### config.mk
export PLATFORM = sky130hd
export DESIGN_NAME = sorted_linked_list_engine_top
export DESIGN_NICKNAME = d
export VERILOG_FILES = /design/src/rtl/sll_pkg.sv /design/src/rtl/sll_node_store.sv /design/src/rtl/sll_ctrl.sv /design/src/rtl/sorted_linked_list_engine_top.sv
export SDC_FILE = /design/constraint.sdc
export NUM_CORES = 2
export LEC_CHECK = 0
export BUFFER_PORTS_ARGS = -buffer_cell sky130_fd_sc_hd__buf_2
export CAP_MARGIN = 20
export CORE_ASPECT_RATIO = 2
export CORE_MARGIN = 2
export CORE_UTILIZATION = 30
export CTS_CLUSTER_DIAMETER = 120
export DETAILED_ROUTE_END_ITERATION = 7
export PLACE_DENSITY_LB_ADDON = 0.2
export SLEW_MARGIN = 20
export SYNTH_ARGS = -nofsm -noshare
export SYNTH_HDL_FRONTEND = slang
export SYNTH_HIERARCHICAL = 1
export SYNTH_SLANG_ARGS = --single-unit
export TNS_END_PERCENT = 30
### constraint.sdc
create_clock -name clk -period 7 [get_ports clk]
set_clock_uncertainty 0.05 [all_clocks]
set_input_delay 1.4 -clock clk [delete_from_list [all_inputs] [get_ports clk]]
set_output_delay 1.4 -clock clk [all_outputs]
set_load 0.05 [all_outputs]
### src/rtl/sll_pkg.sv
// Shared constants, types and codes of the sorted linked list engine.
package sll_pkg;

    localparam int NODES  = 64;                     // node pool depth
    localparam int LISTS  = 8;                      // sentinels 0 .. LISTS-1
    localparam int NODE_W = $clog2(NODES);
    localparam int LIST_W = 3;
    localparam int MEMB_W = $clog2(LISTS + 1);      // 0 = free, L+1 = list L
    localparam int KEY_W  = 32;
    localparam int CNT_W  = 6;
    localparam int STEP_W = $clog2(NODES + 1);

    typedef logic [NODE_W-1:0] node_t;
    typedef logic [LIST_W-1:0] lid_t;
    typedef logic [MEMB_W-1:0] memb_t;
    typedef logic [KEY_W-1:0]  key_t;
    typedef logic [CNT_W-1:0]  cnt_t;
    typedef logic [STEP_W-1:0] step_t;

    typedef enum logic [2:0] {
        MODE_INIT_LIST  = 3'd0,
        MODE_INIT_ITEM  = 3'd1,
        MODE_APPEND     = 3'd2,
        MODE_PREPEND    = 3'd3,
        MODE_REMOVE     = 3'd4,
        MODE_INSERT_END = 3'd5,
        MODE_SORTED     = 3'd6,
        MODE_RSORTED    = 3'd7
    } mode_t;

    localparam logic ST_DONE    = 1'b0;
    localparam logic ST_IGNORED = 1'b1;

    typedef struct packed {
        mode_t mode;
        lid_t  list_id;
        node_t target_node;
        node_t item_node;
        key_t  item_key;
    } cmd_t;

    typedef struct packed {
        logic  status;
        cnt_t  list_size;
        node_t first_node;
    } res_t;

    // one read port and one write port, per-store write enables
    typedef struct packed {
        logic  rd_en;
        node_t rd_addr;
        logic  we_next;
        logic  we_prev;
        logic  we_key;
        logic  we_memb;
        node_t wr_addr;
        node_t wr_next;
        node_t wr_prev;
        key_t  wr_key;
        memb_t wr_memb;
    } mem_req_t;

    typedef struct packed {
        node_t next_node;
        node_t prev_node;
        key_t  key;
        memb_t memb;
    } mem_rsp_t;

    typedef enum logic [3:0] {
        S_IDLE,
        S_CHECK,
        S_INIT_LIST,
        S_INIT_ITEM,
        S_ITEM_GET,
        S_DST_GET,
        S_WALK,
        S_LINK_W1,
        S_LINK_W2,
        S_LINK_W3,
        S_RM_GET,
        S_RM_W1,
        S_RM_W2,
        S_RM_W3,
        S_REPORT,
        S_RESULT
    } state_t;

endpackage

### src/rtl/sll_node_store.sv
// Node stores: next, prev, key and membership memories with registered read.
module sll_node_store
(
    input  logic             clk,
    input  logic             rst_n,
    input  sll_pkg::mem_req_t req,
    output sll_pkg::mem_rsp_t rsp
);

    sll_pkg::node_t next_mem [sll_pkg::NODES];
    sll_pkg::node_t prev_mem [sll_pkg::NODES];
    sll_pkg::key_t  key_mem  [sll_pkg::NODES];
    sll_pkg::memb_t memb_mem [sll_pkg::NODES];

    // key and membership reset to zero: written-since-reset flags
    logic [sll_pkg::NODES-1:0] key_vld_reg;
    logic [sll_pkg::NODES-1:0] memb_vld_reg;

    sll_pkg::node_t rd_next_reg;
    sll_pkg::node_t rd_prev_reg;
    sll_pkg::key_t  rd_key_reg;
    sll_pkg::memb_t rd_memb_reg;
    logic           rd_key_vld_reg;
    logic           rd_memb_vld_reg;

    always_ff @(posedge clk)
    begin
        if (req.we_next)
        begin
            next_mem[req.wr_addr] <= req.wr_next;
        end
        if (req.we_prev)
        begin
            prev_mem[req.wr_addr] <= req.wr_prev;
        end
        if (req.we_key)
        begin
            key_mem[req.wr_addr] <= req.wr_key;
        end
        if (req.we_memb)
        begin
            memb_mem[req.wr_addr] <= req.wr_memb;
        end
        if (req.rd_en)
        begin
            rd_next_reg     <= next_mem[req.rd_addr];
            rd_prev_reg     <= prev_mem[req.rd_addr];
            rd_key_reg      <= key_mem[req.rd_addr];
            rd_memb_reg     <= memb_mem[req.rd_addr];
            rd_key_vld_reg  <= key_vld_reg[req.rd_addr];
            rd_memb_vld_reg <= memb_vld_reg[req.rd_addr];
        end
    end

    always_ff @(posedge clk or negedge rst_n)
    begin
        if (!rst_n)
        begin
            key_vld_reg  <= '0;
            memb_vld_reg <= '0;
        end
        else
        begin
            if (req.we_key)
            begin
                key_vld_reg[req.wr_addr] <= 1'b1;
            end
            if (req.we_memb)
            begin
                memb_vld_reg[req.wr_addr] <= 1'b1;
            end
        end
    end

    assign rsp.next_node = rd_next_reg;
    assign rsp.prev_node = rd_prev_reg;
    assign rsp.key       = rd_key_vld_reg  ? rd_key_reg  : '0;
    assign rsp.memb      = rd_memb_vld_reg ? rd_memb_reg : '0;

endmodule

### src/rtl/sll_ctrl.sv
// Operation sequencer: guards, sorted walk, link writes, list counts, result.
module sll_ctrl
(
    input  logic              clk,
    input  logic              rst_n,
    input  logic              start,
    input  sll_pkg::cmd_t     cmd,
    output logic              busy,
    output logic              done,
    output sll_pkg::res_t     result,
    output sll_pkg::mem_req_t req,
    input  sll_pkg::mem_rsp_t rsp
);

    sll_pkg::state_t state_reg, state_next;
    sll_pkg::cmd_t   cmd_reg, cmd_next;
    sll_pkg::node_t  dst_reg, dst_next;       // link anchor / walk cursor / removed prev
    sll_pkg::node_t  nb_reg, nb_next;         // far neighbour of the anchor
    sll_pkg::memb_t  dmem_reg, dmem_next;
    sll_pkg::step_t  steps_reg, steps_next;
    logic            status_reg, status_next;
    logic            done_reg, done_next;
    sll_pkg::res_t   result_reg, result_next;

    sll_pkg::cnt_t   count_reg [sll_pkg::LISTS];
    logic            cnt_we;
    sll_pkg::lid_t   cnt_idx;
    sll_pkg::cnt_t   cnt_wdata;
    sll_pkg::cnt_t   cnt_rd;

    logic            lid_ok;
    logic            tgt_ok;
    logic            itm_ok;
    logic            is_sorted;
    logic            is_after;
    logic            key_pass;
    logic            dmem_ok;
    sll_pkg::memb_t  dmem_m1;
    sll_pkg::node_t  lid_node;

    assign lid_ok   = {1'b0, cmd_reg.list_id} < (sll_pkg::LIST_W + 1)'(sll_pkg::LISTS);
    assign tgt_ok   = {1'b0, cmd_reg.target_node} < (sll_pkg::NODE_W + 1)'(sll_pkg::NODES);
    assign itm_ok   = (cmd_reg.item_node >= sll_pkg::NODE_W'(sll_pkg::LISTS)) &&
                      ({1'b0, cmd_reg.item_node} < (sll_pkg::NODE_W + 1)'(sll_pkg::NODES));
    assign is_sorted = cmd_reg.mode inside {sll_pkg::MODE_SORTED, sll_pkg::MODE_RSORTED};
    assign is_after  = (cmd_reg.mode == sll_pkg::MODE_APPEND);
    assign key_pass  = (cmd_reg.mode == sll_pkg::MODE_SORTED) ? (rsp.key <= cmd_reg.item_key)
                                                               : (rsp.key >= cmd_reg.item_key);
    assign lid_node  = sll_pkg::NODE_W'(cmd_reg.list_id);
    assign dmem_m1   = dmem_reg - 1'b1;
    assign dmem_ok   = (dmem_reg != '0) && (dmem_m1 < sll_pkg::MEMB_W'(sll_pkg::LISTS));
    assign cnt_rd    = count_reg[cnt_idx];

    always_ff @(posedge clk or negedge rst_n)
    begin
        if (!rst_n)
        begin
            state_reg <= sll_pkg::S_IDLE;
            done_reg  <= 1'b0;
            for (int i = 0; i < sll_pkg::LISTS; i++)
            begin
                count_reg[i] <= '0;
            end
        end
        else
        begin
            state_reg <= state_next;
            done_reg  <= done_next;
            if (cnt_we)
            begin
                count_reg[cnt_idx] <= cnt_wdata;
            end
        end
    end

    always_ff @(posedge clk)
    begin
        cmd_reg    <= cmd_next;
        dst_reg    <= dst_next;
        nb_reg     <= nb_next;
        dmem_reg   <= dmem_next;
        steps_reg  <= steps_next;
        status_reg <= status_next;
        result_reg <= result_next;
    end

    always_comb
    begin
        state_next  = state_reg;
        cmd_next    = cmd_reg;
        dst_next    = dst_reg;
        nb_next     = nb_reg;
        dmem_next   = dmem_reg;
        steps_next  = steps_reg;
        status_next = status_reg;
        result_next = result_reg;
        done_next   = 1'b0;
        req         = '0;
        cnt_we      = 1'b0;
        cnt_idx     = cmd_reg.list_id;
        cnt_wdata   = cnt_rd;

        case (state_reg)
            sll_pkg::S_IDLE:
            begin
                if (start)
                begin
                    cmd_next   = cmd;
                    state_next = sll_pkg::S_CHECK;
                end
            end

            sll_pkg::S_CHECK:
            begin
                status_next = sll_pkg::ST_IGNORED;
                state_next  = sll_pkg::S_REPORT;
                case (cmd_reg.mode)
                    sll_pkg::MODE_INIT_LIST:
                    begin
                        if (lid_ok)
                        begin
                            state_next = sll_pkg::S_INIT_LIST;
                        end
                    end
                    sll_pkg::MODE_INIT_ITEM:
                    begin
                        if (itm_ok)
                        begin
                            state_next = sll_pkg::S_INIT_ITEM;
                        end
                    end
                    sll_pkg::MODE_APPEND, sll_pkg::MODE_PREPEND:
                    begin
                        if (tgt_ok && itm_ok)
                        begin
                            dst_next    = cmd_reg.target_node;
                            req.rd_en   = 1'b1;
                            req.rd_addr = cmd_reg.item_node;
                            state_next  = sll_pkg::S_ITEM_GET;
                        end
                    end
                    sll_pkg::MODE_REMOVE:
                    begin
                        if (itm_ok)
                        begin
                            req.rd_en   = 1'b1;
                            req.rd_addr = cmd_reg.item_node;
                            state_next  = sll_pkg::S_RM_GET;
                        end
                    end
                    sll_pkg::MODE_INSERT_END, sll_pkg::MODE_SORTED, sll_pkg::MODE_RSORTED:
                    begin
                        if (lid_ok && itm_ok)
                        begin
                            dst_next    = lid_node;
                            req.rd_en   = 1'b1;
                            req.rd_addr = cmd_reg.item_node;
                            state_next  = sll_pkg::S_ITEM_GET;
                        end
                    end
                    default:
                    begin
                        state_next = sll_pkg::S_REPORT;
                    end
                endcase
            end

            sll_pkg::S_INIT_LIST:
            begin
                req.we_next = 1'b1;
                req.we_prev = 1'b1;
                req.we_key  = 1'b1;
                req.we_memb = 1'b1;
                req.wr_addr = lid_node;
                req.wr_next = lid_node;
                req.wr_prev = lid_node;
                req.wr_key  = '0;
                req.wr_memb = sll_pkg::MEMB_W'(cmd_reg.list_id) + 1'b1;
                cnt_we      = 1'b1;
                cnt_wdata   = '0;
                status_next = sll_pkg::ST_DONE;
                state_next  = sll_pkg::S_REPORT;
            end

            sll_pkg::S_INIT_ITEM:
            begin
                req.we_key  = 1'b1;
                req.we_memb = 1'b1;
                req.wr_addr = cmd_reg.item_node;
                req.wr_key  = '0;
                req.wr_memb = '0;
                status_next = sll_pkg::ST_DONE;
                state_next  = sll_pkg::S_REPORT;
            end

            sll_pkg::S_ITEM_GET:
            begin
                // item must be free
                if (rsp.memb != '0)
                begin
                    state_next = sll_pkg::S_REPORT;
                end
                else
                begin
                    req.rd_en   = 1'b1;
                    req.rd_addr = dst_reg;
                    state_next  = sll_pkg::S_DST_GET;
                end
            end

            sll_pkg::S_DST_GET:
            begin
                if (rsp.memb == '0)
                begin
                    state_next = sll_pkg::S_REPORT;
                end
                else if (is_sorted)
                begin
                    dst_next    = rsp.next_node;
                    steps_next  = '0;
                    req.rd_en   = 1'b1;
                    req.rd_addr = rsp.next_node;
                    state_next  = sll_pkg::S_WALK;
                end
                else
                begin
                    dmem_next  = rsp.memb;
                    nb_next    = is_after ? rsp.next_node : rsp.prev_node;
                    state_next = sll_pkg::S_LINK_W1;
                end
            end

            sll_pkg::S_WALK:
            begin
                // rsp holds the node under the cursor; equal keys are passed
                if ((dst_reg != lid_node) && (steps_reg < sll_pkg::STEP_W'(sll_pkg::NODES))
                    && key_pass)
                begin
                    dst_next    = rsp.next_node;
                    steps_next  = steps_reg + 1'b1;
                    req.rd_en   = 1'b1;
                    req.rd_addr = rsp.next_node;
                end
                else if (rsp.memb == '0)
                begin
                    state_next = sll_pkg::S_REPORT;
                end
                else
                begin
                    dmem_next  = rsp.memb;
                    nb_next    = rsp.prev_node;
                    state_next = sll_pkg::S_LINK_W1;
                end
            end

            sll_pkg::S_LINK_W1:
            begin
                req.wr_addr = dst_reg;
                req.we_next = is_after;
                req.we_prev = !is_after;
                req.wr_next = cmd_reg.item_node;
                req.wr_prev = cmd_reg.item_node;
                state_next  = sll_pkg::S_LINK_W2;
            end

            sll_pkg::S_LINK_W2:
            begin
                req.wr_addr = cmd_reg.item_node;
                req.we_next = 1'b1;
                req.we_prev = 1'b1;
                req.we_memb = 1'b1;
                req.we_key  = is_sorted;
                req.wr_next = is_after ? nb_reg : dst_reg;
                req.wr_prev = is_after ? dst_reg : nb_reg;
                req.wr_memb = dmem_reg;
                req.wr_key  = cmd_reg.item_key;
                state_next  = sll_pkg::S_LINK_W3;
            end

            sll_pkg::S_LINK_W3:
            begin
                req.wr_addr = nb_reg;
                req.we_next = !is_after;
                req.we_prev = is_after;
                req.wr_next = cmd_reg.item_node;
                req.wr_prev = cmd_reg.item_node;
                cnt_idx     = dmem_m1[sll_pkg::LIST_W-1:0];
                cnt_we      = dmem_ok && (cnt_rd != '1);
                cnt_wdata   = cnt_rd + 1'b1;
                status_next = sll_pkg::ST_DONE;
                state_next  = sll_pkg::S_REPORT;
            end

            sll_pkg::S_RM_GET:
            begin
                if (rsp.memb == '0)
                begin
                    state_next = sll_pkg::S_REPORT;
                end
                else
                begin
                    dst_next   = rsp.prev_node;
                    nb_next    = rsp.next_node;
                    dmem_next  = rsp.memb;
                    state_next = sll_pkg::S_RM_W1;
                end
            end

            sll_pkg::S_RM_W1:
            begin
                req.wr_addr = dst_reg;
                req.we_next = 1'b1;
                req.wr_next = nb_reg;
                state_next  = sll_pkg::S_RM_W2;
            end

            sll_pkg::S_RM_W2:
            begin
                req.wr_addr = nb_reg;
                req.we_prev = 1'b1;
                req.wr_prev = dst_reg;
                cnt_idx     = dmem_m1[sll_pkg::LIST_W-1:0];
                cnt_we      = dmem_ok && (cnt_rd != '0);
                cnt_wdata   = cnt_rd - 1'b1;
                state_next  = sll_pkg::S_RM_W3;
            end

            sll_pkg::S_RM_W3:
            begin
                req.wr_addr = cmd_reg.item_node;
                req.we_memb = 1'b1;
                req.wr_memb = '0;
                status_next = sll_pkg::ST_DONE;
                state_next  = sll_pkg::S_REPORT;
            end

            sll_pkg::S_REPORT:
            begin
                req.rd_en   = lid_ok;
                req.rd_addr = lid_node;
                state_next  = sll_pkg::S_RESULT;
            end

            sll_pkg::S_RESULT:
            begin
                result_next.status = status_reg;
                if (lid_ok)
                begin
                    result_next.list_size  = cnt_rd;
                    result_next.first_node = (rsp.memb != '0) ? rsp.next_node : lid_node;
                end
                else
                begin
                    result_next.list_size  = '0;
                    result_next.first_node = '0;
                end
                done_next  = 1'b1;
                state_next = sll_pkg::S_IDLE;
            end

            default:
            begin
                state_next = sll_pkg::S_IDLE;
            end
        endcase
    end

    assign busy   = (state_reg != sll_pkg::S_IDLE);
    assign done   = done_reg;
    assign result = result_reg;

endmodule

### src/rtl/sorted_linked_list_engine_top.sv
// Top level of the sorted linked list engine: sequencer plus node stores.
// Sorted insert walks past up to 64 nodes (equal keys are passed) before linking;
//   guard failures end an operation early.
// Throughput: one operation at a time; a transfer may be accepted in
//   the cycle that shows the done strobe. Results are strobes: the receiver cannot stall.
// Reset (rst_n, async, active low) idles the sequencer, clears counts, zeroes keys/membership.
module sorted_linked_list_engine_top
(
    input  logic          clk,
    input  logic          rst_n,
    input  logic          start,
    input  sll_pkg::cmd_t cmd,
    output logic          busy,
    output logic          done,
    output sll_pkg::res_t result
);

    // one shared read port feeds all four stores; writes go to a single address
    // per cycle, so every link update is a short run of write cycles
    sll_pkg::mem_req_t mem_req;
    sll_pkg::mem_rsp_t mem_rsp;

    // sequencer: latches the transfer, checks guards, walks the list and
    // issues the link writes in order: anchor, new item, far neighbour
    sll_ctrl u_ctrl
    (
        .clk    (clk),
        .rst_n  (rst_n),
        .start  (start),
        .cmd    (cmd),
        .busy   (busy),
        .done   (done),
        .result (result),
        .req    (mem_req),
        .rsp    (mem_rsp)
    );

    // node stores: read data is registered, reads and writes never share a cycle
    sll_node_store u_store
    (
        .clk   (clk),
        .rst_n (rst_n),
        .req   (mem_req),
        .rsp   (mem_rsp)
    );

endmodule

Word level (Yosys, flattened, before mapping) --
Memories as Yosys holds them, arrays and structs flattened. A register that Yosys moved wholly into a read port is not among the register bits. Index checks and enable logic that the tools add are counted. Widths: inputs -> output; s select.
Word-level totals: register bits after elaboration 270, memory bits (writable) 3072, input bits 53, output and inout bits 15, logic and storage cells 206, memories kept 4
Cells by class: add/sub/neg operators 5, magnitude comparators 10, equal/unequal tests 35, mux-type cells 82, bitwise gates (word level) 3, reduce and logical (&&, ||, !) cells 39
Memories:
- u_store.key_mem | depth 64, width 32, read ports 1, clocked after Yosys merged registers in 1, write ports 1, line sll_node_store.sv:12 | sll_pkg::key_t key_mem [sll_pkg::NODES];
- u_store.next_mem | depth 64, width 6, read ports 1, clocked after Yosys merged registers in 1, write ports 1, line sll_node_store.sv:10 | sll_pkg::node_t next_mem [sll_pkg::NODES];
- u_store.prev_mem | depth 64, width 6, read ports 1, clocked after Yosys merged registers in 1, write ports 1, line sll_node_store.sv:11 | sll_pkg::node_t prev_mem [sll_pkg::NODES];
- u_store.memb_mem | depth 64, width 4, read ports 1, clocked after Yosys merged registers in 1, write ports 1, line sll_node_store.sv:13 | sll_pkg::memb_t memb_mem [sll_pkg::NODES];
Operators by type and width (number):
- $or 64x64->64 | 2
- $mux 6 | 16
- $pmux 6 s4 | 4
- $mux 32 | 2
- $mux 7 | 9
- $pmux 4 s13 | 1
- $bwmux 48 | 1
- $mux 4 | 12
- $pmux 6 s3 | 2
- $pmux 7 s5 | 1
- $eq 4x4->1 const B | 8
- $ge 32x32->1 | 1
- $le 32x32->1 | 1
- $bmux 6 s3 | 1
- $demux 6 s3 | 1
- $eq 4x3->1 const B | 4
- $pmux 4 s4 | 1
- $reduce_bool 4->1 | 4
- $mux 1 | 15
- $lt 6x7->1 const B | 2
- $pmux 7 s2 | 1
- $bmux 1 s6 | 2
- $eq 3x3->1 const B | 4
- $mux 3 | 4
- 44 further kinds | 75

Depth between registers and ports, before layout --
depth after elaboration 10, depth in mapped cells 22, depth with buffers taken out 17

Modules after synthesis --
The synthesis kept the hierarchy.
Modules (own cells, without submodules):
- sll_node_store | instances 1, cells each 5779, area each 124947.3 um^2, sequential area each 96953.0 um^2
- sll_ctrl | instances 1, cells each 794, area each 8232.9 um^2, sequential area each 3938.8 um^2

Worst setup path after synthesis --
Ideal clock, no wire load.
path kind reg-to-reg, start point register u_ctrl.state_reg[2], end point memory u_store/memb_mem[0][1] (netlist bit), data pin, setup time 0.702 ns, arrival time 3.840 ns, data required time 6.248 ns, slack 2.409 ns, cell stages (with the launch flop) 6, path buffers 2, clock period less this slack 4.591 ns, cells stage by stage dfrtp_1 buf_2 nand2b_1 or3_1 clkbuf_1 o21ai_0
RTL lines:
- start, declared | line sll_ctrl.sv:15 | sll_pkg::state_t state_reg, state_next;
- start signal, assigned | line sll_ctrl.sv:58 | state_reg <= sll_pkg::S_IDLE;
- start signal, assigned | line sll_ctrl.sv:67 | state_reg <= state_next;
- end, declared | line sll_node_store.sv:13

==> run_results.csv <==
group,metric,value,unit
status,run_status,"finished, violations left",
status,violations,"negative setup slack",
sta,fmax,140.3,MHz
yosys,synth_top_area_share,72.35,%
job,timing.max_cap.violations,0,
global_route,grt_pass1_vias,72790,
final_layout,seq_area,0.1009,mm^2
sta,finalSetupViolCount,2,
yosys,syn-mean-instance-area,20.26,um^2
yosys,synthTopCellsByArea,"edfxtp_1 (72%), mux4_2 (13%), dfrtp_1 (3.4%)",
power,leakage,47.56,nW
clock_network,h-tree-depth,5,
yosys,synth_most_common_cell,"edfxtp_1",
critical_path,slowest_stage,"nand4_1",
final_layout,fillerInstances,41351,
clock_network,tritoncts,"built",
critical_path,cp.buffers_inverters,5,
floorplanning,ios,68,
sta,min_period_over_period,101.9,%
final_layout,top_regs,"u_store/key_mem: 2048 flops, u_store/next_mem: 384 flops, u_store/prev_mem: 384 flops",
global_route,globalRouteTotalUtil,20.66,%
power,powerDensity,365.3,mW/mm^2
yosys,synth_cells,6573,
critical_path,cpPeakStageDelay,0.83,ns
critical_path,cpMostUsedCell,"buf_4",
critical_path,r2r-end,"u_store/rd_key_reg[13]",
final_layout,largest_reg_flops,2048,
final_layout,fin_cells,13400,
final_layout,finalNetCount,7106,
critical_path,crit_type,"reg2reg",
sta,timing.final.ws_setup,-0.1296,ns
critical_path,cp-startpoint,"u_store/rd_key_vld_reg",
routing,drcViolationCount,0,
yosys,ys.flop_type,"edfxtp_1",
final_layout,fin_area,0.1548,mm^2
global_route,grt_max_degree,77,
floorplanning,die_w,475.1,um
placement,dp.final_hpwl,321.0,mm
floorplanning,start_util,30.07,%
routing,routed_wl,470.8,mm
sta,relSlewSlack,12.45,%
sta,fin_crit,7.130,ns
critical_path,cp_data_required_time,7.61,ns
critical_path,crit_fanout,30,
critical_path,rr_worst_depth,18,
clock_network,cts_buffer_depth,4,
final_layout,syn_to_final_growth,16.20,%
worst_hold_path,worstHoldPathType,"in2async",
global_route,grt-ovfl-total,0,
yosys,async_reset_ff_share,5.339,%
final_layout,multi_input_area,0.03087,mm^2
clock_network,numCtsBuffers,323,
yosys,synth-seq-area-share,75.76,%
power,ir_drop,0.2609,mV
yosys,synth_area,0.1332,mm^2
floorplanning,num_rows,346,
placement,dp.cells,12604,
yosys,yosysTopAreaCell,"edfxtp_1",
final_layout,top_register,"u_store/key_mem",
routing,wire_per_inst,35.13,um
critical_path,cp_num_cells,18,
routing,firstDrtPassIters,6,
final_layout,drive_above_1_share,28.93,%
yosys,syn_nets,6666,
critical_path,crit_end,"u_store/rd_key_reg[13]",
clock_network,cts_num_sinks,3390,
routing,via_per_inst,5.182,
yosys,yosys_warnings,6,
placement,place_congestion,0.8869,
critical_path,critical-path-top-delay-family,"simple AND/OR/NAND/NOR gates",
critical_path,timing.rr.start,"u_store/rd_key_vld_reg",
clock_network,cts_hold_buf,0,
sta,max_slew.worst_pin.slew,1.309,ns
clock_network,path_clk_slew,0.07,ns
clock_network,clock-root-buffer,"clkbuf_16",
critical_path,startpoint_type,"flop",
yosys,synth_cell_types,72,
critical_path,arrival,7.74,ns
global_route,antenna_found_initial,48,
placement,port_buffers,67,
floorplanning,die_area,0.4496,mm^2
yosys,ys_ff_latch,3390,
floorplanning,dieHeight,946.3,um
placement,place_area,0.1436,mm^2
critical_path,r2r_setup_slack,-0.13,ns
routing,drt_iter0_drc,6353,
routing,dr_total_vias,69439,
clock_network,clk_latency,0.98,ns
sta,drv_slew,0,
yosys,synth-edff-count,3209,
sta,hold_violations,0,
critical_path,end_kind,"flop",
routing,ant_nets,0,
global_route,grt_pass1_wl,634.1,mm
yosys,netlist_top_cells_count,"edfxtp_1 (3209), mux4_2 (759), and2_1 (296)",
critical_path,crit_chain,"buf_4 -> and2_1 -> ha_1 -> nand4_1 -> nor4_1 -> o21ai_0 -> o21ba_2 -> a211o_1 -> a21oi_1 -> buf_4 -> o21ai_4 -> buf_4 -> buf_12 -> buf_4 -> mux4_2 -> a22oi_1 -> nand4_1 -> and3_1",
floorplanning,coreArea,0.4429,mm^2
## per-stage QoR
| stage | hold slack [ns] | worst slack (ns) | util [%] | total power, mW | TNS (ns) |
|---|---|---|---|---|---|
| after detailed placement | 0.3976 | 0.07398 | 32.43 | 38.99 | 0 |
| final | 0.3500 | -0.1296 | 34.94 | 56.53 | -0.1866 |
| after floorplan | 0.3503 | 2.409 | - | 32.34 | 0 |
| after global placement | 0.3948 | -0.03407 | 32.40 | 38.79 | -0.03407 |
| after global routing | 0.3672 | -0.1279 | 34.93 | 58.09 | -0.2616 |
| after CTS | 0.3112 | 0.02319 | 34.82 | 57.01 | 0 |
## worst min-delay path by stage
stage,slack [ns],start,endpoint,depth (start not counted)
4_1_cts,0.31,rst_n,u_store/key_vld_reg[12],1
6_report,0.35,rst_n,u_store/key_vld_reg[15],1
3_3_place_gp,0.39,u_store/memb_vld_reg[34],u_store/memb_vld_reg[34],1
5_1_grt,0.37,rst_n,u_store/key_vld_reg[15],1
3_5_place_dp,0.40,u_store/key_vld_reg[8],u_store/key_vld_reg[8],1
2_1_floorplan,0.35,u_ctrl/status_reg,u_ctrl/result[12],0
## what timing repair did
item                                   4_1_cts  5_1_grt
gates resized for setup                      0        2
endpoints found under the hold margin        0        0
setup buffers                                0        0
setup endpoints to repair                    0        1
## power breakdown
group | switching [mW] | internal [mW]
sequential | 0.438 | 24.1
clock | 7.96 | 10.1
combinational | 9.28 | 4.66
total | 17.7 | 38.9
## layout by cell type, fill, tap and decap left out, types with 65 or more instances in the layout
master and n:
edfxtp_1 3209, mux4_2 759, buf_4 369, clkbuf_16 328, and2_1 232, diode_2 221, dfrtp_1 181, nand2_1 151
or2_2 134, nor2_1 133, nand4_1 110, a22oi_1 108, nand3_1 106, o22ai_1 104, o221ai_1 90, mux2i_1 86
buf_2 66, mux2_2 65
## layout make-up
type                       instances  area share [%]
sequential                      3390           65.20
antenna                          221          0.3574
multi-input combinational       2736           19.95
clock inverter                   188           1.272
timing repair buffer             492           2.722
inverter                          70          0.1698
clock buffer                     387           5.550
tap                             5916           4.783
## per-layer routing
metal / GRT usage (%) / vias up / part of all wire [%]
met5: 0 / - / 0
met4: 16.58 / 0 / 9.1
met3: 1.983 / 811 / 3.5
met2: 38.92 / 2312 / 55
met1: 20.28 / 38086 / 32
li1: - / 28230 / -
## cell families (layout without fill, tap and decap cells)
group / count (synthesis) / in the layout / synth area share (%)
buffers and inverters: 447 / 1137 / 1.601
DFF: 3390 / 3390 / 75.76
and+or+nand+nor: 1166 / 1166 / 4.840
muxes: 921 / 921 / 14.13
adders and majority gates: 41 / 41 / 0.3889
other: 0 / 221 / 0
AOI/OAI and AO/OA: 590 / 590 / 3.158
xor gates and xnor gates: 18 / 18 / 0.1297
Note: power is estimated with default switching activity, not from simulation.
